**config.mk**
```make
export PLATFORM = sky130hd
export DESIGN_NAME = dpfifo_ram
export DESIGN_NICKNAME = d
export VERILOG_FILES = /design/src/rtl/core/dedup_packet_fifo_with_window_count_core_assert.svh /design/src/rtl/core/dpfifo_ram.sv
export SDC_FILE = /design/constraint.sdc
export NUM_CORES = 2
export LEC_CHECK = 0
export ABC_AREA = 0
export BUFFER_PORTS_ARGS = -buffer_cell sky130_fd_sc_hd__buf_2
export CAP_MARGIN = 10
export CORE_AREA = 2 2 673 675
export CTS_BUF_LIST = sky130_fd_sc_hd__clkbuf_4
export DETAILED_ROUTE_END_ITERATION = 12
export DIE_AREA = 0 0 675 677
export PLACE_DENSITY = 0.48
export REMOVE_ABC_BUFFERS = 1
export SYNTH_ARGS = -nofsm -noshare
export SYNTH_HDL_FRONTEND = slang
export SYNTH_SLANG_ARGS = --single-unit
```
**constraint.sdc**
```tcl
create_clock -name clk -period 16.4 [get_ports clk]
set_clock_uncertainty 0.05 [all_clocks]
set_input_delay 0.82 -clock clk [delete_from_list [all_inputs] [get_ports clk]]
set_output_delay 0.82 -clock clk [all_outputs]
set_load 0.01 [all_outputs]
```
**src/rtl/core/dedup_packet_fifo_with_window_count_core_assert.svh**
```systemverilog
// assertion macros used by the packet fifo sequencer rtl
`ifndef DEDUP_PACKET_FIFO_WITH_WINDOW_COUNT_CORE_ASSERT_SVH
`define DEDUP_PACKET_FIFO_WITH_WINDOW_COUNT_CORE_ASSERT_SVH

// same-cycle implication, disabled in reset
`define DPF_ASSERT_NOW(label, clk, rst_n, ante, cons, msg) \
  label: assert property (@(posedge clk) disable iff (!rst_n) (ante) |-> (cons)) \
    else $error(msg);

// next-cycle implication, disabled in reset
`define DPF_ASSERT_NEXT(label, clk, rst_n, ante, cons, msg) \
  label: assert property (@(posedge clk) disable iff (!rst_n) (ante) |=> (cons)) \
    else $error(msg);

`endif

```
**src/rtl/core/dpfifo_ram.sv**
```systemverilog
// simple dual-port ram with registered read data
`timescale 1ns / 1ps
module dpfifo_ram #(
  parameter int DEPTH = 64,
  parameter int WIDTH = 64,
  parameter int AW    = (DEPTH > 1) ? $clog2(DEPTH) : 1
) (
  input  logic             clk,
  input  logic             wr_en,
  input  logic [AW-1:0]    wr_addr,
  input  logic [WIDTH-1:0] wr_data,
  input  logic             rd_en,
  input  logic [AW-1:0]    rd_addr,
  output logic [WIDTH-1:0] rd_data
);

  logic [WIDTH-1:0] mem_r [DEPTH];
  logic [WIDTH-1:0] rd_data_r;

  always_ff @(posedge clk) begin
    if (wr_en) begin
      mem_r[wr_addr] <= wr_data;
    end
    if (rd_en) begin
      rd_data_r <= mem_r[rd_addr];
    end
  end

  assign rd_data = rd_data_r;

endmodule

```
==> run_results.csv <==
group,metric,value,unit
drt,wl_per_cell,33.5,um
cts,insertion_delay,1.62,ns
sta,finalSetupViolations,0,
pwr,cellPowerDensity,121,mW/mm^2
cts,cts_sinks,4160,
yosys,synth_area_per_cell,23.8,um^2
yosys,synth_top_area_share,0.796,
finish,seq_area,0.125,mm^2
yosys,synthDistinctLibCells,32,
sta,min_period,4.45,ns
global_routing,grt_max_degree,133,
die,start_util,0.348,
place,dp_hpwl,247,mm
setup_path,worst-setup-path-type,"primary input to flip-flop",
cts,cts_tree,"built",
cts,ctsHtreeMaxLevel,7,
die,die_w,675,um
die,design.core.area,0.451,mm^2
setup_path,end_kind,"flip-flop",
yosys,synth.most_common_cell,"edfxtp_1",
sta,tightest_slew,1.22,ns
die,boundaryPins,143,
sta,final_hold_viol_count,0,
yosys,netlist.top_cell.by_area,"edfxtp_1",
setup_path,reg2reg_setup_slack,13.80,ns
yosys,synth_common_cells,"edfxtp_1, mux4_2, buf_2",
sta,finalSetupTns,0,ns
setup_path,path_common_cell,"buf_4",
finish,drive_gt1_frac,0.379,
setup_path,path_cells,"dlygate4sd3_1 > buf_8 > buf_4 > buf_4 > buf_4 > mux4_2 > or3_1 > a41oi_1 > a211oi_1",
setup_path,startpoint_type,"primary input",
sta,final-max-slew-violation-count,0,
drt,vias_per_cell,5.52,
die,die_area,0.457,mm^2
yosys,synth_edf_count,4160,
setup_path,cp_slowest_cell,"buf_4",
drt,ant_nets,0,
finish,fin_nets,7924,
place,port_buffers,142,
finish,multi_input_area,0.0308,mm^2
die,die_h,677,um
run_status,status,"completed",
global_routing,grt_pass1_vias,83806,
sta,max_freq,0.225,GHz
finish,syn_to_final_growth,15.0,%
global_routing,track_usage,0.213,
place,place_worst_setup_slack,10.19,ns
cts,clockBufferDepth,5,
yosys,ys.flop_type,"edfxtp_1",
cts,cts_buffers,1172,
die,num_rows,247,
place,globalplace.congestion,0.740,
sta,setup_slack,11.95,ns
sta,fin_crit_sh,0.271,
setup_path,max_stage_delay,0.89,ns
sta,rsz0062_at_grt,"false",
setup_path,cp.required,17.70,ns
global_routing,grt_pass1_wl,666,mm
drt,drt_iter0_markers,8624,
drt,vias,80316,
pwr,peakVddDrop,0.0761,mV
global_routing,grt_overflow,0,
yosys,yosysSeqAreaShare,0.796,
sta,slew_headroom,0.189,
yosys,synth_area,0.157,mm^2
setup_path,path_max_fanout,54,
flow_run,maxCapViolCount,0,
yosys,synthArstFlopShare,0,
drt,drc,0,
yosys,yosys_warnings,0,
setup_path,worstPathArrival,5.75,ns
global_routing,antenna_found_initial,43,
drt,routed_wirelength,486,mm
yosys,ys_ff_latch,4160,
cts,cts.repair.resized,0,
pwr,p_leak,57.1,nW
yosys,synthCells,6598,
finish,fillers,40444,
cts,clk_pin_slew,0.06,ns
hold_path,hold_class,"primary input to flip-flop",
yosys,synth_area_leaders,"edfxtp_1, mux4_2, mux2i_1, a22oi_1, buf_2",
cts,root_buffer,"clkbuf_4",
drt,dr.pass1.iters,5,
[critical path, delay by kind of cell]
family	cells	cell delay, ns
multiplexers	1	0.42
AO/OA/AOI/OAI	2	0.62
buffers and inverters	5	3.35
AND/OR/NAND/NOR	1	0.31
[placed cells by master (no fill, tap or decap), drive strengths merged, types with 3 or more instances in the layout]
| cell | n |
|---|---|
| edfxtp | 4160 |
| clkinv | 136 |
| inv | 41 |
| nand2 | 58 |
| a22o | 88 |
| or3 | 29 |
| nand3 | 45 |
| a22oi | 168 |
| o221ai | 38 |
| and2 | 3 |
| mux2i | 135 |
| mux4 | 1024 |
| nor2b | 28 |
| or2 | 28 |
| bufinv | 15 |
| clkbuf | 1687 |
| a211oi | 63 |
| dlygate4sd3 | 78 |
| o22ai | 83 |
| nor2 | 112 |
| a2bb2oi | 19 |
| nand2b | 11 |
| and3 | 64 |
| a31oi | 18 |
| buf | 365 |
| diode | 32 |
| a41oi | 26 |
[cells by family after synthesis]
logic type	count (synthesis)	synth area share
mux	1159	0.156
flops	4160	0.796
simple gates	386	0.0123
compound gates	504	0.0247
buf+inv	389	0.0118
[where the power goes]
group | internal [mW] | total [mW] | switching [mW]
Combinational | 0.368 | 1.01 | 0.640
Sequential | 11.8 | 11.8 | 0.0340
Clock | 4.89 | 9.07 | 4.18
[final timing paths]
kind | start | end | cells after the start
max | rd_addr[2] | rd_data[43]$_DFFE_PP_ | 9
min | rd_addr[1] | rd_data[39]$_DFFE_PP_ | 5
max reg2reg | mem_r[32][21]$_DFFE_PP_ | rd_data[21]$_DFFE_PP_ | 5
min reg2reg | mem_r[53][0]$_DFFE_PP_ | rd_data[0]$_DFFE_PP_ | 4
[state kept, by name, indices dropped and copies added, names as in the netlist]
signal and count:
rd_data 64, mem_r 4096
[metrics by stage]
step / cell area [um^2] / total power, mW / hold slack (ns) / utilization / std cells
detailed placement: 166000 / 13.1 / 0.852 / 0.368 / 12568
finish: 181000 / 21.9 / 0.243 / 0.401 / 14540
floorplan: 155000 / 12.5 / 0.815 / - / 6228
global placement: 166000 / 13.1 / 0.863 / 0.368 / 12568
global route: 181000 / 22.8 / 0.107 / 0.401 / 14528
CTS: 180000 / 22.2 / 0.0100 / 0.400 / 14507
[routing by layer]
layer  global-route usage  wire, um  vias to the layer above
met2                0.348    241000                     3357
met3               0.0397     31500                      744
met5                    0        35                        -
met4               0.0708     11000                        6
li1                     -         -                    31781
met1                0.287    203000                    44428
[layout make-up]
| type | instances | area share |
|---|---|---|
| inverter | 19 | 0.000395 |
| clock inverter | 174 | 0.00600 |
| antenna | 32 | 0.000444 |
| clock buffer | 1687 | 0.0701 |
| timing repair buffer | 443 | 0.0191 |
| tap | 5976 | 0.0414 |
| sequential | 4160 | 0.692 |
| multi-input combinational | 2049 | 0.171 |
[what timing repair did]
action | 4_1_cts | 5_1_grt
setup endpoints to repair | 0 | 0
hold buffers | 78 | 0
endpoints found under the hold margin | 4366 | 0
setup buffers | 0 | 0
(Power assumes the default switching activity.)
