### src/rtl/core/dedup_packet_fifo_with_window_count_core_assert.svh
// assertion macros used by the packet fifo sequencer rtl
`ifndef DEDUP_PACKET_FIFO_WITH_WINDOW_COUNT_CORE_ASSERT_SVH
`define DEDUP_PACKET_FIFO_WITH_WINDOW_COUNT_CORE_ASSERT_SVH

// same-cycle implication, disabled in reset
`define DPF_ASSERT_NOW(label, clk, rst_n, ante, cons, msg) \
  label: assert property (@(posedge clk) disable iff (!rst_n) (ante) |-> (cons)) \
    else $error(msg);

// next-cycle implication, disabled in reset
`define DPF_ASSERT_NEXT(label, clk, rst_n, ante, cons, msg) \
  label: assert property (@(posedge clk) disable iff (!rst_n) (ante) |=> (cons)) \
    else $error(msg);

`endif

### src/rtl/core/dpfifo_pkg.sv
// shared types, constants and helpers of the packet fifo
`timescale 1ns / 1ps
package dpfifo_pkg;

  localparam int MAX_DEPTH = 64;
  localparam int PTR_W     = (MAX_DEPTH > 1) ? $clog2(MAX_DEPTH) : 1;
  localparam int OCC_W     = $clog2(MAX_DEPTH + 1);
  localparam int LIMIT_W   = 7;
  localparam int CMP_W     = (OCC_W > LIMIT_W) ? OCC_W : LIMIT_W;
  localparam int CNT_W     = 7;
  localparam int ENTRY_W   = 64;
  localparam int IN_TDATA_W  = 128;
  localparam int OUT_TDATA_W = 72;

  localparam logic [LIMIT_W-1:0] LIMIT_RESET = LIMIT_W'(64);
  localparam logic [CNT_W-1:0]   CNT_MAX     = '1;

  localparam logic [1:0] MODE_RECV  = 2'd0;
  localparam logic [1:0] MODE_DISP  = 2'd1;
  localparam logic [1:0] MODE_COUNT = 2'd2;
  localparam logic [1:0] MODE_NOP   = 2'd3;

  typedef struct packed {
    logic [15:0] src;
    logic [15:0] dst;
    logic [31:0] ts;
  } entry_t;

  typedef struct packed {
    logic [1:0]  mode;
    logic [15:0] src;
    logic [15:0] dst;
    logic [31:0] ts;
    logic [31:0] wlo;
    logic [31:0] whi;
  } req_t;

  typedef struct packed {
    logic             accepted;
    logic             has_packet;
    logic [15:0]      src;
    logic [15:0]      dst;
    logic [31:0]      ts;
    logic [CNT_W-1:0] window_count;
  } res_t;

  typedef struct packed {
    logic               rd_en;
    logic [PTR_W-1:0]   rd_addr;
    logic               wr_en;
    logic [PTR_W-1:0]   wr_addr;
    logic [ENTRY_W-1:0] wr_data;
  } mem_req_t;

  function automatic logic [PTR_W-1:0] next_ptr(input logic [PTR_W-1:0] p);
    logic [PTR_W-1:0] n;
    n = p + PTR_W'(1);
    if (p == PTR_W'(MAX_DEPTH - 1)) n = '0;
    return n;
  endfunction

endpackage

### src/rtl/core/dpfifo_seq.sv
// request sequencer: ring pointers, entry scan and result register
`timescale 1ns / 1ps
`include "dedup_packet_fifo_with_window_count_core_assert.svh"
module dpfifo_seq (
  input  logic                            clk,
  input  logic                            rst_n,
  input  logic                            cfg_wen_i,
  input  logic [dpfifo_pkg::LIMIT_W-1:0]  cfg_wdata_i,
  input  logic                            in_valid_i,
  output logic                            in_ready_o,
  input  dpfifo_pkg::req_t                in_req_i,
  output logic                            out_valid_o,
  input  logic                            out_ready_i,
  output dpfifo_pkg::res_t                out_res_o,
  output dpfifo_pkg::mem_req_t            mem_req_o,
  input  logic [dpfifo_pkg::ENTRY_W-1:0]  rd_data_i
);

  typedef enum logic [1:0] {
    ST_IDLE,
    ST_SCAN,
    ST_FINISH
  } state_t;

  state_t                             state_r, state_nxt;
  logic [dpfifo_pkg::LIMIT_W-1:0]     limit_r, limit_nxt;
  logic [dpfifo_pkg::PTR_W-1:0]       head_r, head_nxt;
  logic [dpfifo_pkg::PTR_W-1:0]       tail_r, tail_nxt;
  logic [dpfifo_pkg::OCC_W-1:0]       occ_r, occ_nxt;
  logic [dpfifo_pkg::PTR_W-1:0]       rd_ptr_r, rd_ptr_nxt;
  logic [dpfifo_pkg::OCC_W-1:0]       left_r, left_nxt;
  logic                               rd_vld_r, rd_vld_nxt;
  logic                               out_vld_r, out_vld_nxt;
  logic                               dup_r, dup_nxt;
  logic [dpfifo_pkg::CNT_W-1:0]       cnt_r, cnt_nxt;
  dpfifo_pkg::req_t                   req_r, req_nxt;
  dpfifo_pkg::entry_t                 pop_r, pop_nxt;
  dpfifo_pkg::res_t                   res_r, res_nxt;

  dpfifo_pkg::entry_t                 ent;
  dpfifo_pkg::mem_req_t               mem_req;
  logic                               key_hit;
  logic                               win_hit;
  logic                               evict;
  logic [dpfifo_pkg::CMP_W-1:0]       lim_ext;
  logic [dpfifo_pkg::CMP_W-1:0]       eff_lim;

  assign ent     = dpfifo_pkg::entry_t'(rd_data_i);
  assign key_hit = (ent.src == req_r.src) && (ent.dst == req_r.dst) && (ent.ts == req_r.ts);
  assign win_hit = (ent.dst == req_r.dst) && (ent.ts >= req_r.wlo) && (ent.ts <= req_r.whi);

  // limit saturated to 1..depth
  always_comb begin
    lim_ext = dpfifo_pkg::CMP_W'(limit_r);
    eff_lim = lim_ext;
    if (lim_ext == '0) eff_lim = dpfifo_pkg::CMP_W'(1);
    if (lim_ext > dpfifo_pkg::CMP_W'(dpfifo_pkg::MAX_DEPTH)) begin
      eff_lim = dpfifo_pkg::CMP_W'(dpfifo_pkg::MAX_DEPTH);
    end
  end

  assign evict = (dpfifo_pkg::CMP_W'(occ_r) >= eff_lim) && (occ_r != '0);

  always_comb begin
    state_nxt   = state_r;
    limit_nxt   = limit_r;
    head_nxt    = head_r;
    tail_nxt    = tail_r;
    occ_nxt     = occ_r;
    rd_ptr_nxt  = rd_ptr_r;
    left_nxt    = left_r;
    rd_vld_nxt  = 1'b0;
    out_vld_nxt = out_vld_r;
    dup_nxt     = dup_r;
    cnt_nxt     = cnt_r;
    req_nxt     = req_r;
    pop_nxt     = pop_r;
    res_nxt     = res_r;
    mem_req     = '0;

    if (cfg_wen_i) limit_nxt = cfg_wdata_i;
    if (out_vld_r && out_ready_i) out_vld_nxt = 1'b0;

    unique case (state_r)
      ST_IDLE: begin
        if (in_valid_i) begin
          req_nxt    = in_req_i;
          dup_nxt    = 1'b0;
          cnt_nxt    = '0;
          rd_ptr_nxt = head_r;
          left_nxt   = (in_req_i.mode == dpfifo_pkg::MODE_DISP) ?
                       dpfifo_pkg::OCC_W'(1) : occ_r;
          if (occ_r != '0 && in_req_i.mode != dpfifo_pkg::MODE_NOP) begin
            state_nxt = ST_SCAN;
          end else begin
            state_nxt = ST_FINISH;
          end
        end
      end
      ST_SCAN: begin
        if (left_r != '0) begin
          mem_req.rd_en   = 1'b1;
          mem_req.rd_addr = rd_ptr_r;
          rd_ptr_nxt      = dpfifo_pkg::next_ptr(rd_ptr_r);
          left_nxt        = left_r - dpfifo_pkg::OCC_W'(1);
          rd_vld_nxt      = 1'b1;
        end else begin
          state_nxt = ST_FINISH;
        end
        if (rd_vld_r) begin
          pop_nxt = ent;
          if (key_hit) dup_nxt = 1'b1;
          if (win_hit && cnt_r != dpfifo_pkg::CNT_MAX) begin
            cnt_nxt = cnt_r + dpfifo_pkg::CNT_W'(1);
          end
        end
      end
      ST_FINISH: begin
        if (!out_vld_r || out_ready_i) begin
          out_vld_nxt = 1'b1;
          res_nxt     = '0;
          state_nxt   = ST_IDLE;
          case (req_r.mode)
            dpfifo_pkg::MODE_RECV: begin
              if (!dup_r) begin
                res_nxt.accepted = 1'b1;
                mem_req.wr_en    = 1'b1;
                mem_req.wr_addr  = tail_r;
                mem_req.wr_data  = {req_r.src, req_r.dst, req_r.ts};
                tail_nxt         = dpfifo_pkg::next_ptr(tail_r);
                if (evict) begin
                  head_nxt = dpfifo_pkg::next_ptr(head_r);
                end else begin
                  occ_nxt = occ_r + dpfifo_pkg::OCC_W'(1);
                end
              end
            end
            dpfifo_pkg::MODE_DISP: begin
              if (occ_r != '0) begin
                res_nxt.has_packet = 1'b1;
                res_nxt.src        = pop_r.src;
                res_nxt.dst        = pop_r.dst;
                res_nxt.ts         = pop_r.ts;
                head_nxt           = dpfifo_pkg::next_ptr(head_r);
                occ_nxt            = occ_r - dpfifo_pkg::OCC_W'(1);
              end
            end
            dpfifo_pkg::MODE_COUNT: begin
              res_nxt.window_count = cnt_r;
            end
            default: begin
            end
          endcase
        end
      end
      default: begin
        state_nxt = ST_IDLE;
      end
    endcase
  end

  always_ff @(posedge clk) begin
    if (!rst_n) begin
      state_r   <= ST_IDLE;
      limit_r   <= dpfifo_pkg::LIMIT_RESET;
      head_r    <= '0;
      tail_r    <= '0;
      occ_r     <= '0;
      rd_vld_r  <= 1'b0;
      out_vld_r <= 1'b0;
      left_r    <= '0;
    end else begin
      state_r   <= state_nxt;
      limit_r   <= limit_nxt;
      head_r    <= head_nxt;
      tail_r    <= tail_nxt;
      occ_r     <= occ_nxt;
      rd_vld_r  <= rd_vld_nxt;
      out_vld_r <= out_vld_nxt;
      left_r    <= left_nxt;
    end
    rd_ptr_r <= rd_ptr_nxt;
    dup_r    <= dup_nxt;
    cnt_r    <= cnt_nxt;
    req_r    <= req_nxt;
    pop_r    <= pop_nxt;
    res_r    <= res_nxt;
  end

  assign in_ready_o  = (state_r == ST_IDLE);
  assign out_valid_o = out_vld_r;
  assign out_res_o   = res_r;
  assign mem_req_o   = mem_req;

  `DPF_ASSERT_NOW(a_occ_bound, clk, rst_n, 1'b1, occ_r <= dpfifo_pkg::OCC_W'(dpfifo_pkg::MAX_DEPTH), "occupancy above depth")
  `DPF_ASSERT_NOW(a_scan_nonempty, clk, rst_n, state_r == ST_SCAN, occ_r != '0, "scan with empty fifo")
  `DPF_ASSERT_NOW(a_wr_no_rd, clk, rst_n, mem_req.wr_en, !mem_req.rd_en, "read during entry write")
  `DPF_ASSERT_NEXT(a_busy_after_req, clk, rst_n, in_valid_i && in_ready_o, !in_ready_o, "ready right after request")

endmodule

### config.mk
export PLATFORM = sky130hd
export DESIGN_NAME = dpfifo_seq
export DESIGN_NICKNAME = d
export VERILOG_FILES = /design/src/rtl/core/dpfifo_pkg.sv /design/src/rtl/core/dpfifo_seq.sv
export VERILOG_INCLUDE_DIRS = /design/src /design/src/rtl/core
export SDC_FILE = /design/constraint.sdc
export NUM_CORES = 1
export LEC_CHECK = 0
export ABC_CLOCK_PERIOD_IN_PS = 9300
export BUFFER_PORTS_ARGS = -buffer_cell sky130_fd_sc_hd__buf_2
export CAP_MARGIN = 20
export CELL_PAD_IN_SITES_DETAIL_PLACEMENT = 1
export CELL_PAD_IN_SITES_GLOBAL_PLACEMENT = 2
export CORE_MARGIN = 4
export CORE_UTILIZATION = 38
export CTS_CLUSTER_SIZE = 28
export DETAILED_ROUTE_END_ITERATION = 16
export GPL_ROUTABILITY_DRIVEN = 0
export PLACE_DENSITY_LB_ADDON = 0.1
export RECOVER_POWER = 50
export SETUP_SLACK_MARGIN = 0.02
export SLEW_MARGIN = 30
export SYNTH_ARGS = -nofsm -noshare
export SYNTH_HDL_FRONTEND = slang
export SYNTH_SLANG_ARGS = --single-unit
### constraint.sdc
create_clock -name clk -period 9.3 [get_ports clk]
set_input_delay 1.86 -clock clk [delete_from_list [all_inputs] [get_ports clk]]
set_output_delay 1.86 -clock clk [all_outputs]
set_load 0.1 [all_outputs]
==> results of run 1 <==
[final timing paths]
check | from | cells past startpoint | endpoint
min reg2reg | left_r[6]$_SDFFE_PN0P_ | 2 | left_r[6]$_SDFFE_PN0P_
max reg2reg | state_r[1]$_SDFFE_PN0P_ | 6 | pop_r[45]$_DFFE_PP_
max | in_valid_i | 7 | left_r[2]$_SDFFE_PN0P_
min | left_r[6]$_SDFFE_PN0P_ | 2 | left_r[6]$_SDFFE_PN0P_
[through the flow]
step                      setup WS [ns]   util  total power [mW]  hold slack, ns  cells
after floorplan                    2.94      -              3.21           0.429   1078
after global placement             3.73  0.451              3.57           0.449   1884
after detailed placement           3.64  0.452              3.59           0.457   1886
after CTS                          3.63  0.484              5.00           0.468   1952
after global routing               2.68  0.480              5.15           0.518   1953
final                              3.22  0.480              4.92           0.470   1954
[flip-flops by register name, indices dropped and copies added, names as in the netlist]
signal,cells
occ_r,7
rd_ptr_r,6
out_res_o,73
rd_vld_r,1
cnt_r,7
lim_ext,7
tail_r,6
head_r,6
left_r,7
dup_r,1
state_r,2
out_valid_o,1
req_r,130
pop_r,64
[area by class of cell]
| type | instances | area (um2) | area share |
|---|---|---|---|
| Sequential cell | 318 | 9180 | 0.520 |
| Multi-Input combinational cell | 654 | 4670 | 0.264 |
| Timing Repair Buffer | 367 | 1780 | 0.101 |
| Clock buffer | 54 | 1020 | 0.0578 |
| Tap cell | 468 | 586 | 0.0332 |
| Inverter | 80 | 302 | 0.0171 |
| Clock inverter | 12 | 126 | 0.00716 |
| Antenna cell | 1 | 2.50 | 0.000142 |
[power by group]
| part | leakage, nW | total, mW | switching (mW) | internal [mW] |
|---|---|---|---|---|
| clock network | 0.553 | 1.39 | 0.566 | 0.821 |
| logic | 3.59 | 1.55 | 1.25 | 0.302 |
| registers | 2.96 | 1.98 | 0.115 | 1.87 |
[logic make-up after synthesis]
kind of cell,Yosys count,share of synthesized area
and+or+nand+nor,348,0.141
adders and majority gates,82,0.0725
xor gates and xnor gates,78,0.0479
muxes,11,0.00772
buffers and inverters,106,0.0292
DFF,318,0.644
AOI/OAI and AO/OA,135,0.0582
[metal layers]
metal  up-vias  wire [um]
met5         -         68
met3        63       2310
li1       4647          -
met4         8        970
met1      4713      17400
met2       245      20700
[worst max-delay path, delay by kind of cell]
family / cells / cell delay (ns)
AOI/OAI and AO/OA: 1 / 0.34
buffers and inverters: 4 / 3.87
and+or+nand+nor: 2 / 0.43
[layout by cell type, fill, tap and decap left out, types with 6 or more instances in the layout]
cell type	instances
buf_2	286
edfxtp_1	281
and2_1	100
clkbuf_1	91
ha_1	81
inv_1	79
xnor2_1	70
and2_0	53
a21oi_1	49
nand2_1	43
clkbuf_16	38
nor2_1	37
dfxtp_1	37
o21ai_0	34
nand4_1	31
nand3_1	28
nor3_1	11
mux2i_1	11
a211oi_1	10
nand2b_1	8
xor2_1	8
nor4_1	7
nor2b_1	7
a21o_1	6
o211ai_1	6
==> metrics.cfg, run 1 <==
[sta]
fmax_mhz=164
finClkSkew_ns=0.0130
setup_violations=0
post-route-period-util=0.654
period_needed_ns=6.08
finalHoldViolCount=0
final.setup.tns_ns=0
rsz0062_at_grt=false
slew_violations=164
worst_pin_slew_ns=3.16
max-slew-margin-rel=-1.12

[placed_design]
hpwl_um=31700
dpl_cell_area_um2=16600
io_buffers=358

[worst_setup_path]
critPathMaxStageDelay_ns=2.40
path_class=in -> reg
cp_data_required_time_ns=9.72
cp.arrival_ns=6.51
critPathLaunchType=primary input
endpoint_kind=flop
cp_max_fo=72
regToRegSetupSlack_ns=3.88
slowest_stage=clkinvlp_2
path_cells=buf_2 > nand2_1 > clkinvlp_2 > buf_4 > nor2_4 > inv_1 > a221oi_1

[route]
dr.pass1.iters=4
drc_errors=0
routed_wl_um=41400
dr_total_vias=9676
wl_per_cell_um=21.2
drt-initial-drc-count=380
postRouteAntennaNets=0
vias_per_cell=4.95

[run]
max-cap-violations=4

[worst_hold_path]
hold_class=reg -> reg

[cts]
cts_tree=done
cts_root_buf=clkbuf_16
post_cts_buffers=0
path_clk_slew_ns=0.06
cts_buffers=38
cts_hold_buf=0
cts_resized=0
clock_latency_ns=0.53
clock_sinks=318
htreeDepth=2
clock_path_buffers=3

[floorplan]
die_y_um=202
core_um2=36800
die_x_um=202
initial_utilization=0.388
floorplan.rows=70
io_pins=359
dieArea_um2=40700

[logic_synthesis]
yosys.area.top_type=edfxtp_1
ys_ff_latch=318
synth_top_area_frac=0.592
yosysMostFrequentCell=edfxtp_1
synth_cell_types=67
synth_warnings=0
synthTopCellsByCount=281 x edfxtp_1, 153 x and2_1, 81 x ha_1
synth_edf_count=281
async_reset_ff_frac=0
syn_avg_cell_area_um2=13.2
synthTopCellsByArea=edfxtp_1 59%, ha_1 7.1%, and2_1 6.7%
ys_seq_area_frac=0.644
syn_nets=1366
ys.flop_type=edfxtp_1
synth.cell_area_um2=14300
synth_cells=1078

[grt]
grt-ovfl-total=0
antenna_found_initial=5
grt_max_degree=77
grt_pass1_wl_um=62400
grt_busiest_layer=met2
grt_util_met3=0.0508
grt_usage=0.199
grt_pass1_vias=10300
grtUsageMet2=0.345
grt_use_met1=0.250

[power]
p_leak_nw=7.11
peakVddDrop_v=0.000146
pwr_density_cell_nw_per_um2=279

[layout]
area_delta_synth_final_pct=23.9
design_area_um2=17700
n_fill_cell=3978
fin_nets=1747
final_layout_size_suffix_gt1_frac=0.237

[outcome]
status=finished, violations left
violations=capacitance limit, slew limit

No activity file was read; power rests on OpenSTA's default activity.
==> inputs of run 2 (changes only) <==
ABC_CLOCK_PERIOD_IN_PS = 5200   (was 9300)
CORE_UTILIZATION = 32   (was 38)
clock period = 5.2 ns   (was 9.3 ns; I/O delays follow)
==> metrics.cfg, run 2 (synthesis results as in run 1) <==
[grt]
grt_max_degree=66  ; -14%
grt-ovfl-total=0  ; unchanged
antenna_found_initial=6  ; +1
grt_pass1_wl_um=65400  ; +4.8%
grt_usage=0.183  ; -0.0161
grt_pass1_vias=10300  ; -0.28%

[power]
finalPower_mw=8.99  ; +83%
p_leak_nw=7.12  ; +0.24%
peakVddDrop_v=0.000249  ; +71%
pwr_density_cell_nw_per_um2=503  ; +80%

[floorplan]
die_x_um=219  ; +8.6%
floorplan.rows=77  ; +10%
initial_utilization=0.323  ; -0.0645
io_pins=359  ; unchanged
die_y_um=219  ; +8.6%
core_um2=44100  ; +20%
dieArea_um2=48000  ; +18%

[layout]
postLayoutCoreUtil=0.405  ; -0.0750
n_fill_cell=4830  ; +21%
area_delta_synth_final_pct=25.4
largest_register_ffs=130  ; unchanged
top_register=req_r
final_layout_size_suffix_gt1_frac=0.225  ; -0.0122
fin_nets=1750  ; +0.17%
final_common_cell=edfxtp_1
layout_common_cells=281 x edfxtp_1, 262 x buf_2, 130 x and2_1, 110 x clkbuf_1, 81 x ha_1
layout.cells.non_filler=2085  ; +6.7%

[route]
routed_wl_um=44800  ; +8.0%
wl_per_cell_um=21.5  ; +1.2%
dr_total_vias=9591  ; -0.88%
vias_per_cell=4.60  ; -7.1%
postRouteAntennaNets=0  ; unchanged
drc_errors=0  ; unchanged
drt-initial-drc-count=387  ; +1.8%
dr.pass1.iters=4  ; unchanged

[worst_setup_path]
critPathLaunchType=flop
cp_max_fo=54  ; -25%
path_class=reg -> out
endpoint_kind=primary output
cp.arrival_ns=2.90  ; -3.61 ns
cp_data_required_time_ns=4.16  ; -5.56 ns

[sta]
worst_pin_slew_ns=1.59  ; -1.57 ns
finalWorstSetupSlack_ns=1.26  ; -1.96 ns
max-slew-margin-rel=-0.0623  ; +1.06
period_needed_ns=3.94
final.setup.tns_ns=0  ; unchanged
finClkSkew_ns=0.0227  ; +0.00970 ns
rsz0062_at_grt=false
setup_violations=0  ; unchanged
fmax_mhz=254
slew_violations=51  ; -69%
post-route-period-util=0.758
finalHoldViolCount=0  ; unchanged

[worst_hold_path]
hold_class=reg -> reg

[run]
max-cap-violations=2  ; -2

[cts]
htreeDepth=2  ; unchanged
path_clk_slew_ns=0.06  ; about the same
clock_path_buffers=3  ; unchanged
clock_latency_ns=0.54  ; about the same
cts_resized=0  ; unchanged
cts_root_buf=clkbuf_16
cts_hold_buf=0  ; unchanged
clock_sinks=318  ; unchanged
cts_buffers=39  ; +2.6%
cts_tree=done
post_cts_buffers=0  ; unchanged

[placed_design]
dpl_worst_slack_ns=1.29  ; -2.35 ns
numPlacedInstances=2012  ; +6.7%
hpwl_um=34100  ; +7.5%
io_buffers=358  ; unchanged

[outcome]
violations=capacitance limit, slew limit
status=finished, violations left

-- run 2: changes by cell type in the layout (fill, tap and decap cells not counted), moves of 2 or more --
cell	previous run	this run
clkbuf_1	91	110
diode_2	1	3
clkinv_2	1	3
and2_0	53	22
and2_1	100	130
clkinv_1	5	9
buf_2	286	262
buf_4	3	7
bufinv_16	2	4
-- run 2: critical path, stage by stage (launching register included) --
cell and delay, ns:
edfxtp_1 0.50, nor3_1 0.40, nor3b_4 0.27, buf_4 0.45
and2_1 0.27, buf_2 0.45
-- run 2: report_power, final --
group / switching, mW / total (mW) / internal (mW) / leakage (nW)
Sequential: 0.207 / 3.54 / 3.33 / 2.96
Combinational: 2.27 / 2.80 / 0.523 / 3.57
Clock: 1.05 / 2.65 / 1.60 / 0.595
Total: 3.53 / 8.99 / 5.46 / 7.12
-- run 2: worst paths after layout --
check                                             from                     endpoint  slack, ns  cells after the start
worst min-delay path            left_r[6]$_SDFFE_PN0P_       left_r[6]$_SDFFE_PN0P_       0.46                      2
worst max-delay path              req_r[128]$_DFFE_PP_                mem_req_o[48]       1.26                      5
worst max register to register   occ_r[2]$_SDFFE_PN0P_  out_res_o[52]$_SDFFCE_PN0P_       1.78                      5
worst min register to register  left_r[6]$_SDFFE_PN0P_       left_r[6]$_SDFFE_PN0P_       0.46                      2
-- run 2: routing by layer --
layer,up-vias,track usage,part of all wire
met5,-,0,0.0015
met4,10,0.0525,0.024
met3,71,0.0458,0.060
met2,227,0.302,0.47
met1,4634,0.240,0.44
li1,4649,-,-
-- run 2: layout make-up --
type	count	area, um2	share of cell area
flip-flops and latches	318	9180	0.513
multi-input cells	654	4670	0.261
repair buffers	369	1750	0.0977
clock buffers	52	1040	0.0584
well taps	592	741	0.0414
inverters	80	305	0.0171
clock inverters	17	178	0.00994
diodes	3	7.51	0.000420
-- run 2: metrics by stage --
stage / hold WS [ns] / cell area [um2]
after floorplan: 0.429 / 14300
after global placement: 0.444 / 16800
after detailed placement: 0.450 / 16800
after CTS: 0.458 / 18000
after global routing: 0.486 / 17900
final: 0.462 / 17900
